## src/rtl/core/pce_pkg.sv

```systemverilog
`default_nettype none
package pce_pkg;

  // width of a step id on the ports
  localparam int unsigned ID_W = 7;

  typedef enum logic [2:0] {
    ST_OK       = 3'd0,
    ST_IMPLIED  = 3'd1,
    ST_CONFLICT = 3'd2,
    ST_BOUNDARY = 3'd3,
    ST_INVALID  = 3'd4
  } status_t;

  typedef enum logic {
    KIND_ADD   = 1'b0,
    KIND_QUERY = 1'b1
  } kind_t;

  typedef struct packed {
    kind_t           kind;
    logic [ID_W-1:0] first_step;
    logic [ID_W-1:0] second_step;
  } in_word_t;

  typedef struct packed {
    status_t status;
    logic    ordered_before;
    logic    may_precede;
    logic    may_follow;
    logic    may_overlap;
  } out_word_t;

  typedef enum logic [2:0] {
    S_IDLE,
    S_RD_A,
    S_RD_B,
    S_CAP_B,
    S_CHECK,
    S_WALK,
    S_WALK_END,
    S_OUT
  } state_t;

  typedef enum logic [1:0] {
    RD_FIRST,
    RD_SECOND,
    RD_WALK
  } rd_sel_t;

  // controller to datapath
  typedef struct packed {
    logic    load;
    logic    rd_en;
    rd_sel_t rd_sel;
    logic    cap_a;
    logic    cap_b;
    logic    res_load;
  } cmd_t;

  // datapath to controller
  typedef struct packed {
    logic add_go;
    logic walk_last;
  } sts_t;

endpackage
`default_nettype wire

```

## src/rtl/core/pce_ram.sv

```systemverilog
`default_nettype none
module pce_ram #(
  parameter int unsigned WIDTH = 64,
  parameter int unsigned DEPTH = 64
) (
  input  wire logic                     clk,
  input  wire logic                     wr_en,
  input  wire logic [$clog2(DEPTH)-1:0] wr_addr,
  input  wire logic [WIDTH-1:0]         wr_data,
  input  wire logic                     rd_en,
  input  wire logic [$clog2(DEPTH)-1:0] rd_addr,
  output logic      [WIDTH-1:0]         rd_data
);

  logic [WIDTH-1:0] mem [DEPTH];
  logic [WIDTH-1:0] rd_data_r;

  always_ff @(posedge clk) begin
    if (wr_en) begin
      mem[wr_addr] <= wr_data;
    end
    if (rd_en) begin
      rd_data_r <= mem[rd_addr];
    end
  end

  assign rd_data = rd_data_r;

endmodule
`default_nettype wire

```

## src/rtl/core/pce_ctrl.sv

```systemverilog
`default_nettype none
module pce_ctrl (
  input  wire logic          clk,
  input  wire logic          rst_n,
  input  wire logic          in_valid,
  output logic               in_ready,
  output logic               out_valid,
  input  wire logic          out_ready,
  input  wire pce_pkg::sts_t sts,
  output pce_pkg::cmd_t      cmd
);
  import pce_pkg::*;

  state_t state_r, state_nxt;
  logic   out_valid_r, out_valid_nxt;

  always_ff @(posedge clk) begin
    if (!rst_n) begin
      state_r     <= S_IDLE;
      out_valid_r <= 1'b0;
    end else begin
      state_r     <= state_nxt;
      out_valid_r <= out_valid_nxt;
    end
  end

  always_comb begin
    cmd           = '0;
    cmd.rd_sel    = RD_FIRST;
    state_nxt     = state_r;
    in_ready      = 1'b0;
    out_valid_nxt = out_valid_r && !out_ready;
    case (state_r)
      S_IDLE: begin
        in_ready = 1'b1;
        if (in_valid) begin
          cmd.load  = 1'b1;
          state_nxt = S_RD_A;
        end
      end
      S_RD_A: begin
        cmd.rd_en  = 1'b1;
        cmd.rd_sel = RD_FIRST;
        state_nxt  = S_RD_B;
      end
      S_RD_B: begin
        cmd.rd_en  = 1'b1;
        cmd.rd_sel = RD_SECOND;
        cmd.cap_a  = 1'b1;
        state_nxt  = S_CAP_B;
      end
      S_CAP_B: begin
        cmd.cap_b = 1'b1;
        state_nxt = S_CHECK;
      end
      S_CHECK: begin
        state_nxt = sts.add_go ? S_WALK : S_OUT;
      end
      S_WALK: begin
        cmd.rd_en  = 1'b1;
        cmd.rd_sel = RD_WALK;
        if (sts.walk_last) begin
          state_nxt = S_WALK_END;
        end
      end
      S_WALK_END: begin
        // last row write retires here
        state_nxt = S_OUT;
      end
      S_OUT: begin
        if (!out_valid_r || out_ready) begin
          cmd.res_load  = 1'b1;
          out_valid_nxt = 1'b1;
          state_nxt     = S_IDLE;
        end
      end
      default: begin
        state_nxt = S_IDLE;
      end
    endcase
  end

  assign out_valid = out_valid_r;

endmodule
`default_nettype wire

```

## src/rtl/core/pce_dp.sv

```systemverilog
`default_nettype none
module pce_dp #(
  parameter int unsigned MAX_STEPS = 64
) (
  input  wire logic              clk,
  input  wire logic              rst_n,
  input  wire pce_pkg::in_word_t in_word,
  input  wire pce_pkg::cmd_t     cmd,
  output pce_pkg::sts_t          sts,
  output pce_pkg::out_word_t     out_word
);
  import pce_pkg::*;

  localparam int unsigned AW   = $clog2(MAX_STEPS);
  localparam int unsigned IDN  = $clog2(MAX_STEPS + 2);
  localparam int unsigned CW   = (IDN > ID_W) ? IDN : ID_W;
  localparam logic [CW-1:0] GOAL_ID  = CW'(MAX_STEPS + 1);
  localparam logic [CW-1:0] LAST_ID  = CW'(MAX_STEPS);
  localparam logic [AW-1:0] LAST_ROW = AW'(MAX_STEPS - 1);

  kind_t                kind_r;
  logic [CW-1:0]        a_r, b_r;
  logic [MAX_STEPS-1:0] row_a_r, row_b_r;
  logic [AW-1:0]        k_r;
  logic                 pend_r;
  logic [AW-1:0]        pend_addr_r;
  logic [MAX_STEPS-1:0] vld_r;
  logic                 rd_vld_r;
  out_word_t            out_word_r;

  logic [CW-1:0]        a_m1, b_m1;
  logic [AW-1:0]        a_idx, b_idx, rd_addr;
  logic [MAX_STEPS-1:0] rd_data, rd_row, gain, wr_data;
  logic                 walk_rd, hit;
  logic                 invalid, a_plan, b_plan, same;
  logic                 bit_ab, bit_ba;
  status_t              add_status;
  out_word_t            res;

  assign a_m1  = a_r - 1'b1;
  assign b_m1  = b_r - 1'b1;
  assign a_idx = a_m1[AW-1:0];
  assign b_idx = b_m1[AW-1:0];

  assign walk_rd = cmd.rd_en && (cmd.rd_sel == RD_WALK);

  always_comb begin
    case (cmd.rd_sel)
      RD_FIRST:  rd_addr = a_idx;
      RD_SECOND: rd_addr = b_idx;
      default:   rd_addr = k_r;
    endcase
  end

  // rows never written read as empty
  assign rd_row  = rd_vld_r ? rd_data : '0;
  assign gain    = row_b_r | (MAX_STEPS'(1) << b_idx);
  assign wr_data = rd_row | gain;
  assign hit     = pend_r && ((pend_addr_r == a_idx) || rd_row[a_idx]);

  pce_ram #(
    .WIDTH (MAX_STEPS),
    .DEPTH (MAX_STEPS)
  ) u_rows (
    .clk     (clk),
    .wr_en   (hit),
    .wr_addr (pend_addr_r),
    .wr_data (wr_data),
    .rd_en   (cmd.rd_en),
    .rd_addr (rd_addr),
    .rd_data (rd_data)
  );

  always_ff @(posedge clk) begin
    if (!rst_n) begin
      vld_r  <= '0;
      pend_r <= 1'b0;
    end else begin
      pend_r <= walk_rd;
      if (hit) begin
        vld_r[pend_addr_r] <= 1'b1;
      end
    end
  end

  always_ff @(posedge clk) begin
    if (cmd.load) begin
      kind_r <= in_word.kind;
      a_r    <= CW'(in_word.first_step);
      b_r    <= CW'(in_word.second_step);
      k_r    <= '0;
    end else if (walk_rd) begin
      k_r <= k_r + 1'b1;
    end
    if (cmd.rd_en) begin
      rd_vld_r <= vld_r[rd_addr];
    end
    pend_addr_r <= k_r;
    if (cmd.cap_a) begin
      row_a_r <= rd_row;
    end
    if (cmd.cap_b) begin
      row_b_r <= rd_row;
    end
    if (cmd.res_load) begin
      out_word_r <= res;
    end
  end

  assign invalid = (a_r > GOAL_ID) || (b_r > GOAL_ID);
  assign a_plan  = (a_r != '0) && (a_r <= LAST_ID);
  assign b_plan  = (b_r != '0) && (b_r <= LAST_ID);
  assign same    = (a_r == b_r);
  assign bit_ab  = a_plan && b_plan && !same && row_a_r[b_idx];
  assign bit_ba  = a_plan && b_plan && !same && row_b_r[a_idx];

  always_comb begin
    if (invalid) begin
      add_status = ST_INVALID;
    end else if (same) begin
      add_status = ST_CONFLICT;
    end else if ((a_r == '0) || (b_r == GOAL_ID)) begin
      add_status = ST_BOUNDARY;
    end else if ((a_r == GOAL_ID) || (b_r == '0)) begin
      add_status = ST_CONFLICT;
    end else if (bit_ba) begin
      add_status = ST_CONFLICT;
    end else if (bit_ab) begin
      add_status = ST_IMPLIED;
    end else begin
      add_status = ST_OK;
    end
  end

  always_comb begin
    res = '0;
    res.status = ST_OK;
    if (invalid) begin
      res.status = ST_INVALID;
    end else if (kind_r == KIND_ADD) begin
      res.status = add_status;
    end else begin
      res.ordered_before = bit_ab;
      res.may_overlap    = a_plan && b_plan && !same && !bit_ab && !bit_ba;
      if (same) begin
        res.may_precede = 1'b0;
        res.may_follow  = 1'b0;
      end else if ((a_r == '0) || (b_r == GOAL_ID)) begin
        res.may_precede = 1'b1;
        res.may_follow  = 1'b0;
      end else if ((a_r == GOAL_ID) || (b_r == '0)) begin
        res.may_precede = 1'b0;
        res.may_follow  = 1'b1;
      end else begin
        res.may_precede = !bit_ba;
        res.may_follow  = !bit_ab;
      end
    end
  end

  assign sts.add_go    = (kind_r == KIND_ADD) && (add_status == ST_OK);
  assign sts.walk_last = (k_r == LAST_ROW);
  assign out_word      = out_word_r;

endmodule
`default_nettype wire

```

## src/rtl/core/precedence_closure_engine_core.sv

```systemverilog
// precedence closure engine: a transitively closed "runs before" relation over
// plan steps 1..MAX_STEPS, one matrix row per step in a single row ram
// input word: kind (add ordering / query pair), first_step, second_step;
// step 0 is the initial step and MAX_STEPS+1 the goal step, both implicit
// output word: status plus ordered_before, may_precede, may_follow, may_overlap
// one output word per input word, in order
// a query or a rejected add reads the first and second rows, checks the pair and
// loads the result; a stored add also walks the rows, reading every row through
// the one ram read port and rewriting those that reach the first step
// the next word can be taken in the cycle after the result is loaded; the engine
// does not take a new word while it is still busy with the last one
// only one word is in flight: in_ready is high while the engine is idle, also
// while a finished word still waits in the output register
// if the receiver stalls, the output register holds its word; the next item is
// processed and then waits until that word has been taken
// reset clears the relation at once through per-row valid bits, and empties the
// output register; no clearing pass is needed
`default_nettype none
module precedence_closure_engine_core #(
  parameter int unsigned MAX_STEPS = 64
) (
  input  wire logic               clk,
  input  wire logic               rst_n,
  input  wire logic               in_valid,
  output logic                    in_ready,
  input  wire pce_pkg::in_word_t  in_word,
  output logic                    out_valid,
  input  wire logic               out_ready,
  output pce_pkg::out_word_t      out_word
);
  import pce_pkg::*;

  // command and status between sequencer and row datapath
  cmd_t cmd;
  sts_t sts;

  // sequencer: read first row, read second row, check, optional walk, result
  pce_ctrl u_ctrl (
    .clk       (clk),
    .rst_n     (rst_n),
    .in_valid  (in_valid),
    .in_ready  (in_ready),
    .out_valid (out_valid),
    .out_ready (out_ready),
    .sts       (sts),
    .cmd       (cmd)
  );

  // row ram, valid bits, pair checks, closure update and output register
  pce_dp #(
    .MAX_STEPS (MAX_STEPS)
  ) u_dp (
    .clk      (clk),
    .rst_n    (rst_n),
    .in_word  (in_word),
    .cmd      (cmd),
    .sts      (sts),
    .out_word (out_word)
  );

endmodule
`default_nettype wire
```

## config.mk

```make
export PLATFORM = sky130hd
export DESIGN_NAME = precedence_closure_engine_core
export DESIGN_NICKNAME = d
export VERILOG_FILES = /design/src/rtl/core/pce_pkg.sv /design/src/rtl/core/pce_ram.sv /design/src/rtl/core/pce_ctrl.sv /design/src/rtl/core/pce_dp.sv /design/src/rtl/core/precedence_closure_engine_core.sv
export SDC_FILE = /design/constraint.sdc
export NUM_CORES = 2
export LEC_CHECK = 0
export CORE_MARGIN = 10
export CORE_UTILIZATION = 50
export DETAILED_ROUTE_END_ITERATION = 8
export DONT_BUFFER_PORTS = 1
export GPL_ROUTABILITY_DRIVEN = 0
export PLACE_DENSITY = 0.73
export SYNTH_ARGS = -nofsm -noshare
export SYNTH_HDL_FRONTEND = slang
export SYNTH_SLANG_ARGS = --single-unit
```

## constraint.sdc

```tcl
create_clock -name clk -period 11.65 [get_ports clk]
set_clock_uncertainty 0.1 [all_clocks]
set_input_delay 2.33 -clock clk [delete_from_list [all_inputs] [get_ports clk]]
set_output_delay 2.33 -clock clk [all_outputs]
set_load 0.03 [all_outputs]
```

==> impl_results.md <==
- Status: finished with violations
- Violations in the final reports: design-rule violations
- Clock latency on the worst-skew pair: 1010 ps
- Die height: 606.5 um
- Leakage component of the power: 61.96 nW
- Reg-to-Reg End: u_dp.u_rows.mem[36][39]
- Count of hold-fix buffers inserted at cts: 0
- Remaining antenna violation count after routing: 0
- Antenna violations before repair: 18
- Global-route total usage across every layer: 26.33%
- DPL Wire Length: 259200 um
- I/O Buffers: 0
- Power Total: 40.22 mW
- Total grt overflow: 0
- Largest net degree at the start of global routing: 168
- Number of violations of the max-capacitance limit: 0
- Unrepaired setup endpoints after global routing: no
- Cell accounting for the most synthesized area: sky130_fd_sc_hd__edfxtp_1
- Via count of the first global-routing pass: 104200
- Buf+Inv Stages, Crit Path: 5
- Max stage delay on crit path: 980 ps
- Area of the core region: 342700 sq um
- Mean instance size in the synthesized netlist: 14.44 sq um
- Instance count of the mapped netlist: 11920
- Worst reg2reg path startpoint: u_dp.a_r[0]
- Synth-to-layout area growth: 10.87%
- Min-delay worst type: register to register
- Num rows: 215
- Total of warnings raised by yosys: 0
- Top_reg_cell synth: sky130_fd_sc_hd__edfxtp_1
- Final number of max-transition violations: 0
- Horiz. Die Dim: 606.5 um
- Beginning of the worst hold path: u_dp.k_r[0]
- Buffer cell driving the clock tree root: sky130_fd_sc_hd__clkbuf_16
- Tightest Pin Transition: 1408 ps
- Proportion of synthesized chip area in sequential cells: 76.20%
- WL final: 502400 um
- Clock-pin slew of the registers on the worst-case setup and hold paths: 60 ps
- Worst Hold End: u_dp.pend_addr_r[0]
- Area share of the largest cell type after synthesis: 75.26%
- Cell with the largest stage delay on the worst path: sky130_fd_sc_hd__buf_4
- Async set-or-reset flop fraction in the synthesized netlist: 0%
- Power Dens Cells: 210.9 nW/um^2
- Period minus WS final: 7268 ps
- Final Net Count: 11850
- Cell type group with the largest total delay on the critical path: buffers and inverters
- Filler instances: 25780
- Final setup vio count: 0
- EDFF count, synth: 4311
- Final hold violation count: 0
- Reg-to-reg setup timing slack: 4380 ps
- Buffers inserted during post-CTS setup optimization: 0
- Post-route fraction of the period consumed by the critical path: 62.39%
- Leading cell type in the layout, fill and taps excluded: sky130_fd_sc_hd__edfxtp_1
- Post-synth cell types: 66
- Net count after synthesis: 11950
- Fmax: 137.6 MHz
- Worst path most repeated cell: sky130_fd_sc_hd__buf_4
- Number of top-level pins: 28
- # resized after CTS: 0
- Total number of clock tree sinks: 4392
- Critical Path End Type: register
- Path depth of the worst reg2reg path: 14
- First-pass iteration count of the detailed router: 9
- Number of stages on the worst hold path: 0
- Number of remaining DRC errors: 2
- Max-slew headroom: 5.417%
- Maximum fanout count along the critical path: 57
- Register bit count reported by yosys: 4392
- Via-to-Cell Ratio: 6.466
- Ranking of synthesized cells by area: sky130_fd_sc_hd__edfxtp_1, sky130_fd_sc_hd__nand2_1, sky130_fd_sc_hd__mux2i_1
- Maximum clock insertion buffer count: 4
- CTS tree: yes
- Area enclosed by the die boundary: 367900 sq um
- DRT iter0 DRCs: 17440
- CP Data Required Time: 12170 ps
- Fraction of layout cells with a size suffix above 1: 9.026%
- Commonest non-fill, non-tap cells in the layout: sky130_fd_sc_hd__edfxtp_1, sky130_fd_sc_hd__nand2_1, sky130_fd_sc_hd__nand3_1, sky130_fd_sc_hd__mux2i_1, sky130_fd_sc_hd__a31oi_1
- Cell Chain, Critical Path: buf_4 > inv_1 > ha_1 > buf_4 > nand2_1 > o221ai_1 > o21ai_1 > o21ai_0 > a2111oi_2 > a31o_1 > or3_4 > nor2_4 > buf_4 > buf_4
- Aggregate negative setup slack: 0 ps
- Global-route wire length before repair: 716200 um
- Netlist area before placement: 172000 sq um
- Startpoint kind of the worst setup timing path: register
- Wire length per cell after detailed routing: 30.05 um
- Starting density of the core: 50.19%
- Worst voltage drop across the vdd grid: 0.1721 mV
- # H-tree levels: 5
- Arrival time reported for the critical path endpoint: 7790 ps
- Vias: 108100
- Critical path start-end classification: register to register
- Number of buffers inserted during clock tree synthesis: 424
==> layout make-up <==
cell class | count | area [sq um] | area share (%)
diodes | 9 | 22.52 | 0.01181
clock buffers | 533 | 11160 | 5.851
clock inverters | 224 | 1972 | 1.034
inverters | 14 | 52.55 | 0.02756
multi-input cells | 6716 | 38320 | 20.09
flip-flops and latches | 4392 | 131100 | 68.73
well taps | 4557 | 5702 | 2.990
repair buffers | 275 | 2402 | 1.260
==> worst register-to-register path, delay by kind of cell, from the launching register on <==
kind	cells	cell delay [ps]
compound gates	5	1490
buf+inv	5	2880
fa+ha+maj	1	350
simple gates	3	1760
flops	1	330
==> where the power goes <==
| group | leakage (nW) | total, mW | internal [mW] | switching (mW) |
|---|---|---|---|---|
| Clock | 6.40 | 13.1 | 7.27 | 5.85 |
| Sequential | 39.1 | 18.7 | 18.4 | 0.284 |
| Combinational | 16.4 | 8.39 | 2.16 | 6.23 |
| Total | 62.0 | 40.2 | 27.9 | 12.4 |
==> cells in the mapped netlist, types with 14 or more instances <==
cell type	number
sky130_fd_sc_hd__a211o_1	16
sky130_fd_sc_hd__nand3_1	1055
sky130_fd_sc_hd__mux2i_1	558
sky130_fd_sc_hd__and2_1	69
sky130_fd_sc_hd__o31a_1	65
sky130_fd_sc_hd__nand2_1	3224
sky130_fd_sc_hd__a32oi_1	521
sky130_fd_sc_hd__o21ai_0	111
sky130_fd_sc_hd__nor2_1	124
sky130_fd_sc_hd__a31oi_1	525
sky130_fd_sc_hd__nor3_1	137
sky130_fd_sc_hd__o22ai_1	14
sky130_fd_sc_hd__inv_1	14
sky130_fd_sc_hd__dfxtp_1	81
sky130_fd_sc_hd__edfxtp_1	4311
sky130_fd_sc_hd__and3_1	25
sky130_fd_sc_hd__clkbuf_1	428
sky130_fd_sc_hd__buf_1	41
sky130_fd_sc_hd__o41ai_2	63
sky130_fd_sc_hd__buf_2	256
sky130_fd_sc_hd__mux4_2	38
sky130_fd_sc_hd__nor4_1	18
sky130_fd_sc_hd__buf_4	36
sky130_fd_sc_hd__o21ai_1	14
sky130_fd_sc_hd__buf_6	18
==> logic make-up after synthesis <==
group                    after synthesis  share of synthesized area (%)
AND/OR/NAND/NOR                     4711                          11.43
flip-flops                          4392                          76.20
AO/OA/AOI/OAI                       1363                          6.149
buffers and inverters                808                          2.180
multiplexers                         604                          3.797
XOR/XNOR                              27                         0.1644
adder cells (fa/ha/maj)               11                        0.08001
==> metal layers <==
metal,share of wire (%),wire [um],track usage (%),up-vias
met1,35,174400,34.05,53530
met4,6.5,32800,14.64,8
met2,45,226700,40.68,8125
li1,-,-,-,44850
met3,14,68530,6.969,1592
met5,0.0092,46,0,-
==> how the worst max path moves through the flow <==
stage,startpoint,to,slack (ps),cells past startpoint
2_1_floorplan,u_dp.a_r[0],u_dp.u_rows.mem[37][0],1850,17
3_3_place_gp,u_dp.a_r[0],u_dp.u_rows.mem[61][63],4620,14
3_5_place_dp,u_dp.a_r[0],u_dp.u_rows.mem[36][54],4660,14
4_1_cts,u_dp.a_r[0],u_dp.u_rows.mem[36][23],4570,14
5_1_grt,u_dp.a_r[0],u_dp.u_rows.mem[61][2],4300,14
6_report,u_dp.a_r[0],u_dp.u_rows.mem[36][39],4380,14
==> metrics by stage <==
stage / hold slack, ps / cells / instance area, sq um / util [%] / worst slack [ps]
finish: 319.5 / 16720 / 190700 / 55.64 / 4382
global route: 343.9 / 16720 / 190700 / 55.64 / 4297
CTS: 318.1 / 16710 / 190700 / 55.64 / 4569
detailed placement: 306.1 / 15950 / 177500 / 51.81 / 4660
global placement: 305.3 / 15950 / 177500 / 51.81 / 4621
floorplan: 269.3 / 11920 / 172000 / - / 1849
==> flip-flops by register name (all words and copies together), names as in the netlist <==
| register | count |
|---|---|
| u_dp.kind_r | 1 |
| u_dp.pend_addr_r | 6 |
| u_dp.rd_vld_r | 1 |
| u_dp.pend_r | 1 |
| u_dp.k_r | 6 |
| u_dp.a_r | 7 |
| u_ctrl.state_r | 3 |
| u_dp.out_word | 7 |
| u_dp.b_r | 7 |
| u_ctrl.out_valid | 1 |
| u_dp.u_rows.mem | 4096 |
| u_dp.row_b_r | 64 |
| u_dp.u_rows.rd_data | 64 |
| u_dp.vld_r | 64 |
| u_dp.row_a_r | 64 |
Note: power is estimated with default switching activity, not from simulation.
